--- src/rtl/core/priority_inheritance_table_top_macros.svh ---
// assertion macros for the priority inheritance table
`ifndef PRIORITY_INHERITANCE_TABLE_TOP_MACROS_SVH
`define PRIORITY_INHERITANCE_TABLE_TOP_MACROS_SVH

// same-cycle implication, disabled during reset
`define PIT_ASSERT_NOW(label, ante, cons, msg) \
	label: assert property (@(posedge clk) disable iff (!arst_n) (ante) |-> (cons)) \
		else $error(msg);

// next-cycle implication, disabled during reset
`define PIT_ASSERT_NEXT(label, ante, cons, msg) \
	label: assert property (@(posedge clk) disable iff (!arst_n) (ante) |=> (cons)) \
		else $error(msg);

`endif

--- src/rtl/core/pit_pkg.sv ---
// shared types, codes and helpers of the priority inheritance table
package pit_pkg;

	localparam int QUEUE_LEVELS = 8;
	localparam int QW = 3;
	localparam int IDW = 8;
	localparam int SW = 16;

	typedef enum logic [1:0] {
		OP_APPLY   = 2'd0,
		OP_RESTORE = 2'd1,
		OP_QUERY   = 2'd2,
		OP_WAITER  = 2'd3
	} opcode_t;

	typedef struct packed {
		opcode_t        opcode;
		logic [IDW-1:0] holder_id;
		logic [QW-1:0]  holder_queue;
		logic [SW-1:0]  holder_score;
		logic [IDW-1:0] waiter_id;
		logic [QW-1:0]  waiter_queue;
		logic [SW-1:0]  waiter_score;
	} req_t;

	typedef struct packed {
		logic           changed;
		logic [QW-1:0]  new_queue;
		logic [SW-1:0]  new_score;
		logic           found;
		logic [IDW-1:0] found_waiter;
		logic           status;
	} rsp_t;

	typedef struct packed {
		logic [IDW-1:0] holder;
		logic [IDW-1:0] waiter;
		logic [QW-1:0]  queue;
		logic [SW-1:0]  score;
	} rec_t;

	// saturate a queue level to the last legal level
	function automatic logic [QW-1:0] clamp_queue(input logic [QW-1:0] q);
		logic [QW-1:0] r;
		r = q;
		if (int'(q) >= QUEUE_LEVELS) begin
			r = QW'(QUEUE_LEVELS - 1);
		end
		return r;
	endfunction

endpackage

--- src/rtl/core/pit_chan_if.sv ---
// valid/ready channel carrying one payload per transaction
interface pit_chan_if #(parameter type T = logic);
	logic valid;
	logic ready;
	T     data;

	modport source(output valid, output data, input ready);
	modport sink(input valid, input data, output ready);
endinterface

--- src/rtl/core/priority_inheritance_table_top.sv ---
// priority inheritance table: ordered record memory with scan and compacting removal
// apply, or any lookup on an empty table: goes from idle straight to done, with no scan
// query/get waiter/restore: scan the records oldest first until the holder matches or the last is read
// a restore hit then compacts the table, moving each later record one place toward the head
// one transaction in flight; the next is accepted while a result waits in the output register
// arst_n clears the fsm, record count and output valid; record contents are never cleared
`include "priority_inheritance_table_top_macros.svh"

module priority_inheritance_table_top #(
	parameter int TABLE_DEPTH = 16
) (
	input  logic clk,
	input  logic arst_n,
	pit_chan_if.sink   req,
	pit_chan_if.source rsp
);

	localparam int CW = $clog2(TABLE_DEPTH + 1);
	localparam int IW = $clog2(TABLE_DEPTH);

	// sequencer states
	typedef enum logic [3:0] {
		ST_IDLE  = 4'b0001,
		ST_SCAN  = 4'b0010,
		ST_SHIFT = 4'b0100,
		ST_DONE  = 4'b1000
	} state_t;

	state_t state_q, state_d;

	// captured transaction and result waiting for the output register
	pit_pkg::req_t req_q;
	logic [pit_pkg::QW-1:0] hq_q;
	pit_pkg::rsp_t res_q;

	// output register
	logic          out_valid_q;
	pit_pkg::rsp_t out_data_q;

	// record memory, one write and one registered read port
	pit_pkg::rec_t rec_mem_q [TABLE_DEPTH];
	pit_pkg::rec_t rd_data_q;
	logic          rd_en;
	logic [IW-1:0] rd_addr;
	logic          wr_en;
	logic [IW-1:0] wr_addr;
	pit_pkg::rec_t wr_data;

	// count, issue pointer, index of the data in rd_data_q, read pending
	logic [CW-1:0] cnt_q;
	logic [CW-1:0] ptr_q;
	logic [CW-1:0] dix_q;
	logic          pend_q;
	logic [CW-1:0] dst_idx;

	// input side decode on the accepting cycle
	logic                   acc;
	logic [pit_pkg::QW-1:0] hq_in, wq_in;
	logic                   boost;
	logic                   apply_boost;
	logic                   full;
	logic                   append;
	logic                   hit;
	logic                   last;
	logic                   remove_done;
	logic                   out_load;

	assign req.ready   = (state_q == ST_IDLE);
	assign acc         = req.valid && req.ready;
	assign hq_in       = pit_pkg::clamp_queue(req.data.holder_queue);
	assign wq_in       = pit_pkg::clamp_queue(req.data.waiter_queue);
	assign boost       = (wq_in < hq_in);
	assign apply_boost = (req.data.opcode == pit_pkg::OP_APPLY) && boost;
	assign full        = (cnt_q == CW'(TABLE_DEPTH));
	assign append      = acc && apply_boost && !full;

	// scan compare on the record read last cycle
	assign hit  = pend_q && (rd_data_q.holder == req_q.holder_id);
	assign last = pend_q && (dix_q == cnt_q - 1'b1);

	// removal done, one record fewer
	assign remove_done = (state_q == ST_SHIFT) && (state_d == ST_DONE);

	assign out_load = (state_q == ST_DONE) && (!out_valid_q || rsp.ready);

	assign rsp.valid = out_valid_q;
	assign rsp.data  = out_data_q;

	// memory port control
	assign dst_idx = dix_q - 1'b1;
	always_comb begin
		rd_en   = ((state_q == ST_SCAN) || (state_q == ST_SHIFT)) && (ptr_q < cnt_q);
		rd_addr = ptr_q[IW-1:0];
		wr_en   = 1'b0;
		wr_addr = cnt_q[IW-1:0];
		wr_data = '{holder: req.data.holder_id, waiter: req.data.waiter_id,
			queue: hq_in, score: req.data.holder_score};
		if (state_q == ST_SHIFT) begin
			// move the record one place toward the head
			wr_en   = pend_q;
			wr_addr = dst_idx[IW-1:0];
			wr_data = rd_data_q;
		end else if (append) begin
			wr_en = 1'b1;
		end
	end

	always_ff @(posedge clk) begin
		if (rd_en) begin
			rd_data_q <= rec_mem_q[rd_addr];
		end
		if (wr_en) begin
			rec_mem_q[wr_addr] <= wr_data;
		end
	end

	// next state
	always_comb begin
		state_d = state_q;
		case (state_q)
			ST_IDLE: begin
				if (acc) begin
					if (req.data.opcode == pit_pkg::OP_APPLY || cnt_q == '0) begin
						state_d = ST_DONE;
					end else begin
						state_d = ST_SCAN;
					end
				end
			end
			ST_SCAN: begin
				if (hit) begin
					state_d = (req_q.opcode == pit_pkg::OP_RESTORE) ? ST_SHIFT : ST_DONE;
				end else if (last) begin
					state_d = ST_DONE;
				end
			end
			ST_SHIFT: begin
				if (!pend_q && !(ptr_q < cnt_q)) begin
					state_d = ST_DONE;
				end
			end
			ST_DONE: begin
				if (out_load) begin
					state_d = ST_IDLE;
				end
			end
			default: state_d = ST_IDLE;
		endcase
	end

	// control registers
	always_ff @(posedge clk or negedge arst_n) begin
		if (!arst_n) begin
			state_q     <= ST_IDLE;
			cnt_q       <= '0;
			ptr_q       <= '0;
			dix_q       <= '0;
			pend_q      <= 1'b0;
			out_valid_q <= 1'b0;
		end else begin
			state_q <= state_d;
			if (append) begin
				cnt_q <= cnt_q + 1'b1;
			end
			if (remove_done) begin
				cnt_q <= cnt_q - 1'b1;
			end
			case (state_q)
				ST_IDLE: begin
					ptr_q  <= '0;
					pend_q <= 1'b0;
				end
				ST_SCAN: begin
					if (hit) begin
						// compaction starts at the entry after the hit
						ptr_q  <= dix_q + 1'b1;
						pend_q <= 1'b0;
					end else begin
						pend_q <= (ptr_q < cnt_q);
						dix_q  <= ptr_q;
						ptr_q  <= ptr_q + 1'b1;
					end
				end
				ST_SHIFT: begin
					pend_q <= (ptr_q < cnt_q);
					if (ptr_q < cnt_q) begin
						dix_q <= ptr_q;
						ptr_q <= ptr_q + 1'b1;
					end
				end
				default: begin
				end
			endcase
			if (out_load) begin
				out_valid_q <= 1'b1;
			end else if (rsp.ready) begin
				out_valid_q <= 1'b0;
			end
		end
	end

	// payload registers
	always_ff @(posedge clk) begin
		if (acc) begin
			req_q <= req.data;
			hq_q  <= hq_in;
			// apply result, or the miss result of any lookup
			res_q.changed      <= apply_boost;
			res_q.new_queue    <= apply_boost ? wq_in : hq_in;
			res_q.new_score    <= apply_boost ? req.data.waiter_score : req.data.holder_score;
			res_q.found        <= 1'b0;
			res_q.found_waiter <= '0;
			res_q.status       <= apply_boost && full;
		end
		if (state_q == ST_SCAN && hit) begin
			res_q.found        <= 1'b1;
			res_q.found_waiter <= rd_data_q.waiter;
			if (req_q.opcode == pit_pkg::OP_RESTORE) begin
				res_q.changed   <= 1'b1;
				res_q.new_queue <= rd_data_q.queue;
				res_q.new_score <= rd_data_q.score;
			end else begin
				res_q.new_queue <= hq_q;
				res_q.new_score <= req_q.holder_score;
			end
		end
		if (out_load) begin
			out_data_q <= res_q;
		end
	end

	// checks
	`PIT_ASSERT_NOW(a_cnt_bound, 1'b1, cnt_q <= CW'(TABLE_DEPTH), "record count above depth")
	`PIT_ASSERT_NEXT(a_append_cnt, append, cnt_q == $past(cnt_q) + 1'b1, "append lost a record")
	`PIT_ASSERT_NEXT(a_remove_cnt, remove_done, cnt_q == $past(cnt_q) - 1'b1, "removal miscounted")
	`PIT_ASSERT_NOW(a_scan_index, pend_q, dix_q < cnt_q, "read data beyond count")
	`PIT_ASSERT_NEXT(a_scan_cnt, state_q == ST_SCAN, $stable(cnt_q), "count moved during scan")

endmodule

--- src/flat_wrapper.sv ---
// flat-port wrapper written by rule: the top's interface ports become plain ports
module priority_inheritance_table_top_flat 
#(
	parameter int TABLE_DEPTH = 16
)
  (clk, arst_n, req_valid, req_data, req_ready, rsp_valid, rsp_data, rsp_ready);
  pit_chan_if #(.T(pit_pkg::req_t)) req_i ();
  pit_chan_if #(.T(pit_pkg::rsp_t)) rsp_i ();
  input  logic clk;
  input  logic arst_n;
  input wire logic [$bits(req_i.valid)-1:0] req_valid;
  input wire logic [$bits(req_i.data)-1:0] req_data;
  output wire logic [$bits(req_i.ready)-1:0] req_ready;
  output wire logic [$bits(rsp_i.valid)-1:0] rsp_valid;
  output wire logic [$bits(rsp_i.data)-1:0] rsp_data;
  input wire logic [$bits(rsp_i.ready)-1:0] rsp_ready;
  assign req_i.valid = req_valid;
  assign req_i.data = req_data;
  assign req_ready = req_i.ready;
  assign rsp_valid = rsp_i.valid;
  assign rsp_data = rsp_i.data;
  assign rsp_i.ready = rsp_ready;
  priority_inheritance_table_top #(.TABLE_DEPTH(TABLE_DEPTH)) u_core (.clk(clk), .arst_n(arst_n), .req(req_i), .rsp(rsp_i));
endmodule
--- config.mk ---
export PLATFORM = sky130hd
export DESIGN_NAME = priority_inheritance_table_top_flat
export DESIGN_NICKNAME = d
export VERILOG_FILES = /design/src/rtl/core/pit_pkg.sv /design/src/rtl/core/pit_chan_if.sv /design/src/rtl/core/priority_inheritance_table_top.sv /design/src/flat_wrapper.sv
export VERILOG_INCLUDE_DIRS = /design/src /design/src/rtl/core
export SDC_FILE = /design/constraint.sdc
export NUM_CORES = 1
export LEC_CHECK = 0
export ABC_AREA = 1
export BUFFER_PORTS_ARGS = -buffer_cell sky130_fd_sc_hd__buf_2
export CELL_PAD_IN_SITES_DETAIL_PLACEMENT = 0
export CELL_PAD_IN_SITES_GLOBAL_PLACEMENT = 1
export CORE_UTILIZATION = 55
export DETAILED_ROUTE_END_ITERATION = 10
export PLACE_DENSITY_LB_ADDON = 0.1
export SLEW_MARGIN = 20
export SYNTH_ARGS = -nofsm -noshare
export SYNTH_HDL_FRONTEND = slang
export SYNTH_SLANG_ARGS = --single-unit
--- constraint.sdc ---
create_clock -name clk -period 6.5 [get_ports clk]
set_input_delay 0.975 -clock clk [delete_from_list [all_inputs] [get_ports clk]]
set_output_delay 0.975 -clock clk [all_outputs]
set_load 0.02 [all_outputs]
### Word level (Yosys, flattened, before mapping)

Memories as Yosys holds them, arrays and structs flattened. A register that Yosys moved wholly into a read port is not among the register bits.
Cells that the tools add are included.

| storage, ports and cells | value |
|---|---|
| flip-flop bits (word level) | 110 |
| latch bits | 0 |
| bits in writable memories | 560 |
| ROM bits | 0 |
| output and inout bits | 32 |
| logic and storage cells | 101 |
| memories kept | 1 |

Memories:

| memory | depth | width | read ports | clocked after Yosys merged registers in | wr ports | line | text |
|---|---|---|---|---|---|---|---|
| u_core.rec_mem_q | 16 | 35 | 1 | 1 | 1 | priority_inheritance_table_top.sv:41 | `pit_pkg::rec_t rec_mem_q [TABLE_DEPTH];` |

| operators by class | value |
|---|---|
| add/sub/neg operators | 5 |
| $mul | 0 |
| div/mod/pow operators | 0 |
| $lt $le $gt $ge | 2 |
| equality and inequality tests | 11 |
| shift operators | 0 |
| mux-type cells | 32 |
| bitwise gates (word level) | 0 |
| reduce and logical (&&, ||, !) cells | 28 |

Operators with widths:

| operator | number |
|---|---|
| $mux 35 | 1 |
| $mux 4 | 8 |
| $mux 30 | 1 |
| $mux 5 | 6 |
| $mux 29 | 1 |
| $mux 19 | 1 |
| $mux 16 | 1 |
| $pmux 4 s4 | 1 |
| $add 5x1->5 const B | 3 |
| $pmux 5 s3 | 1 |
| $logic_and 1x1->1 | 12 |
| $pmux 5 s2 | 1 |
| $eq 4x4->1 const B | 2 |
| $eq 8x8->1 | 1 |
| $mux 1 | 8 |
| $reduce_bool 2->1 | 4 |
| $eq 5x5->1 | 1 |
| $eq 5x5->1 const B | 1 |
| $logic_not 5->1 | 1 |
| $lt 5x5->1 | 1 |
| $sub 5x1->5 const B | 1 |
| $eq 4x1->1 const B | 1 |
| $eq 4x2->1 const B | 1 |
| $eq 4x3->1 const B | 1 |
| other kinds (12) | 18 |

### Logic depth before layout (Yosys ltp)

| logic depth | value |
|---|---|
| depth in word-level cells | 9 |
| mapped depth | 12 |
| depth with buffers taken out | 12 |

### Least setup slack after synthesis

No wires, ideal clock.

| timing | value |
|---|---|
| path type | input -> register |
| start | in req_data[45] |
| end | mem u_core.rec_mem_q[10][0] (netlist name), enable pin |
| library setup time | 0.427 ns |
| arrival | 3.626 ns |
| required time | 6.073 ns |
| path slack | 2.446 ns |
| cell stages on the path | 9 |
| path buffers | 0 |
| cell sequence | inv_1 ha_1 a21oi_1 nand3_2 nor2_4 nand2_2 a21oi_4 nand3_2 nor2_1 |

| between the ends | value |
|---|---|
| cells in the longest elaborated chain, start to end | 8 |

RTL lines:

| what | line | text |
|---|---|---|
| from (decl) | flat_wrapper.sv:12 | `input wire logic [$bits(req_i.data)-1:0] req_data;` |
| $lt 3x3->1 | priority_inheritance_table_top.sv:72 | `assign boost = (wq_in < hq_in);` |
| $logic_and 1x1->1 | priority_inheritance_table_top.sv:73 | `assign apply_boost = (req.data.opcode == pit_pkg::OP_APPLY) && boost;` |
| $logic_and 1x1->1 (2 in series) | priority_inheritance_table_top.sv:75 | `assign append = acc && apply_boost && !full;` |
| $mux 1 | priority_inheritance_table_top.sv:103 | `end else if (append) begin` |
| $mux 1 | priority_inheritance_table_top.sv:98 | `if (state_q == ST_SHIFT) begin` |
| $mux 1 | priority_inheritance_table_top.sv:112 | `if (wr_en) begin` |
| $mux 1 (implied by the code) | priority_inheritance_table_top.sv:113 | `rec_mem_q[wr_addr] <= wr_data;` |
| to (decl) | priority_inheritance_table_top.sv:41 |  |

Every way passes these cells.

### Final worst setup path

| timing | value |
|---|---|
| start | in req_data[45] |
| end | mem u_core.rec_mem_q[3][28] (netlist name), enable pin |

Same word-level chain as after synthesis.

==> results.yml <==
drt:
  vias: 18573
  ant_nets: 0
  wl_per_cell_microns: 23.51
  post-route-drc-count: 0
  totalWireLength_microns: 73340
  via_per_inst: 5.953
  drt_first_pass_iters: 5
  drt_iter0_drc: 2272
grt:
  gr-total-overflow: 0
  grt_max_degree: 207
  grt_pass1_wl_microns: 108700
  grtUsageTotal: 0.2775
  antenna_found_initial: 1
  grt_pass1_vias: 17297
status:
  outcome: "completed"
synthesis:
  netlist_instances: 2292
  yosys-top-cells-count: "edfxtp_1, nor2_1, o21ai_0"
  ys.flop_type: "edfxtp_1"
  post-synth-top-count-cell: "edfxtp_1"
  synth_edf_count: 682
  synth_cell_types: 39
  yosys-top-cells-area: "edfxtp_1, o21ai_0, nor2_1"
  synth_top_area_cell: "edfxtp_1"
  seq_area_frac_synth: 0.7324
  yosys_warnings: 0
  synthArstFlopShare: 0.02979
  synth_nets: 2364
  syn_area_per_cell_sq_um: 12.54
  ys_seq_elements: 705
  syn_area_sq_um: 28740
  synth_top_area_frac: 0.7127
run:
  cap_violations: 0
setup_path:
  cp_max_fo: 23
  path_cells: "buf_2, inv_1, ha_1, a21oi_1, nand3_2, nor2_4, nand2_2, a21oi_4, nand3_2, nor2_4, buf_4"
  required_ps: 6790
  crit_path_end_kind: "register"
  crit_path_start_kind: "primary input"
  slowest_stage: "nor2_4"
  crit_type: "primary input to register"
  cp_slowest_stage_delay_ps: 720
  cp.arrival_ps: 4110
die:
  rows: 83
  die_area_sq_um: 53160
  die_w_microns: 230.6
  chipHeight_microns: 230.6
  core_area_sq_um: 51510
  initial_core_util: 0.5579
  io_pins: 92
clock_tree:
  h-tree-depth: 3
  cts_buffers: 73
  insertion_delay_ps: 620
  cts_tree: "built"
  clk_pin_slew_worst_paths_ps: 60
  cts_max_path_buffers: 3
  ctsResizeCount: 0
  cts_root_buffer: "clkbuf_16"
  cts_setup_buffers: 0
  clock_sinks: 705
  hold_buffers: 0
min_path:
  min_path_type: "primary input to async pin"
power:
  powerDensity_nw_per_um2: 364.9
  p_leak_uw: 0.01140
  ir_drop_mv: 0.3511
place:
  gp_congestion: 0.8278
  dp_hpwl_microns: 43100
  place_area_sq_um: 30050
  io_buffer_count: 91
sta:
  max_freq_ghz: 0.2614
  finalWorstPathRequiredPeriod_ps: 3825
  finalSetupTns_ps: 0
  hold_viol_final: 0
  setup_viol: 0
  slew_violations: 0
  grt_setup_unrepaired: "no"
  maxSlewHeadroom: 0.3311
  period_share: 0.5885
  worstMarginPinSlew_ps: 1002
  fin_skew_ps: 18.24
final_layout:
  syn_to_final_growth_pct: 12.95
  drive_above_1_share: 0.1349
  finalInstanceArea_sq_um: 32460
  nets: 2456
## state kept, by name, summed over array words and instances (netlist names), 5 cells and up
name / count
u_core.res_q: 30
u_core.cnt_q: 5
u_core.ptr_q: 5
u_core.req_q: 26
u_core.rd_data_q: 35
u_core.rsp.data: 30
u_core.rec_mem_q: 560
u_core.dix_q: 5
## area by class of cell
cell class,count,area [sq um]
Multi-Input combinational cell,1361,6748
Timing Repair Buffer,156,1094
Tap cell,680,850.8
Clock buffer,91,1894
Sequential cell,705,21060
Antenna cell,2,5.005
Inverter,87,332.8
Clock inverter,38,478.0
Fill cell,3930,19050
## worst max-delay path, delay by kind of cell
family / cells / cell delay (ps)
AO/OA/AOI/OAI: 2 / 440
adder cells (fa/ha/maj): 1 / 280
buffers and inverters: 3 / 550
AND/OR/NAND/NOR: 5 / 1840
## per-stage QoR
stage          hold slack, ps  power [uW]  setup slack, ps  instances  utilization
6_report                330.2       11840             2675       3120       0.6302
5_1_grt                 361.4       12310             2461       3118       0.6301
4_1_cts                 329.2       11880             2682       3117       0.6294
3_5_place_dp            404.5        7704             2027       2988       0.5834
3_3_place_gp            401.0        7663             2052       2982       0.5805
2_1_floorplan           400.3        7063             2446       2292            -
## worst paths after layout
check	startpoint	endpoint	slack [ps]	cells after the start
min in group clk	u_core.res_q[14]	u_core.rsp.data[14]	420	0
max	req_data[45]	u_core.rec_mem_q[3][28]	2670	11
min reg2reg	u_core.res_q[14]	u_core.rsp.data[14]	420	0
max in group asynchronous	arst_n	u_core.ptr_q[1]	5760	1
min	arst_n	u_core.ptr_q[3]	330	1
max reg2reg	u_core.state_q[0]	u_core.rec_mem_q[14][15]	2790	7
## per-layer routing
metal  routed length (microns)  vias to the layer above  global-route usage
met1                     31120                     9089              0.4089
met2                     32550                      895              0.4046
met3                      7862                      129             0.07226
met5                         0                        -                   0
li1                          -                     8460                   -
met4                      1806                        0             0.08878
## cells in the final DEF (no fill, tap or decap), drive strengths merged
cell type  instances
edfxtp           682
nor2             437
o21ai            422
nand2            206
buf              156
nand3            124
clkbuf            91
inv               89
o22ai             71
o221ai            34
clkinv            24
dfrtp             20
mux2              17
a21oi             14
ha                12
xor2              11
bufinv            10
xnor2              3
nand4              3
nor3               3
or2                3
diode              2
clkinvlp           2
dfxtp              2
nand3b             1
dfstp              1
## kinds of logic (layout without fill, tap and decap cells)
family,count (synthesis),after routing,share of synthesized area
AO/OA/AOI/OAI,541,541,0.1021
XOR/XNOR,14,14,0.004267
adder cells (fa/ha/maj),12,12,0.005225
buffers and inverters,226,372,0.03832
flip-flops,705,705,0.7324
multiplexers,17,17,0.006662
other,0,2,0
AND/OR/NAND/NOR,777,777,0.1110
## where the power goes
part | internal [uW] | switching [uW]
Sequential | 5270 | 108
Clock | 2480 | 1720
Combinational | 582 | 1690
(Power assumes the default switching activity.)
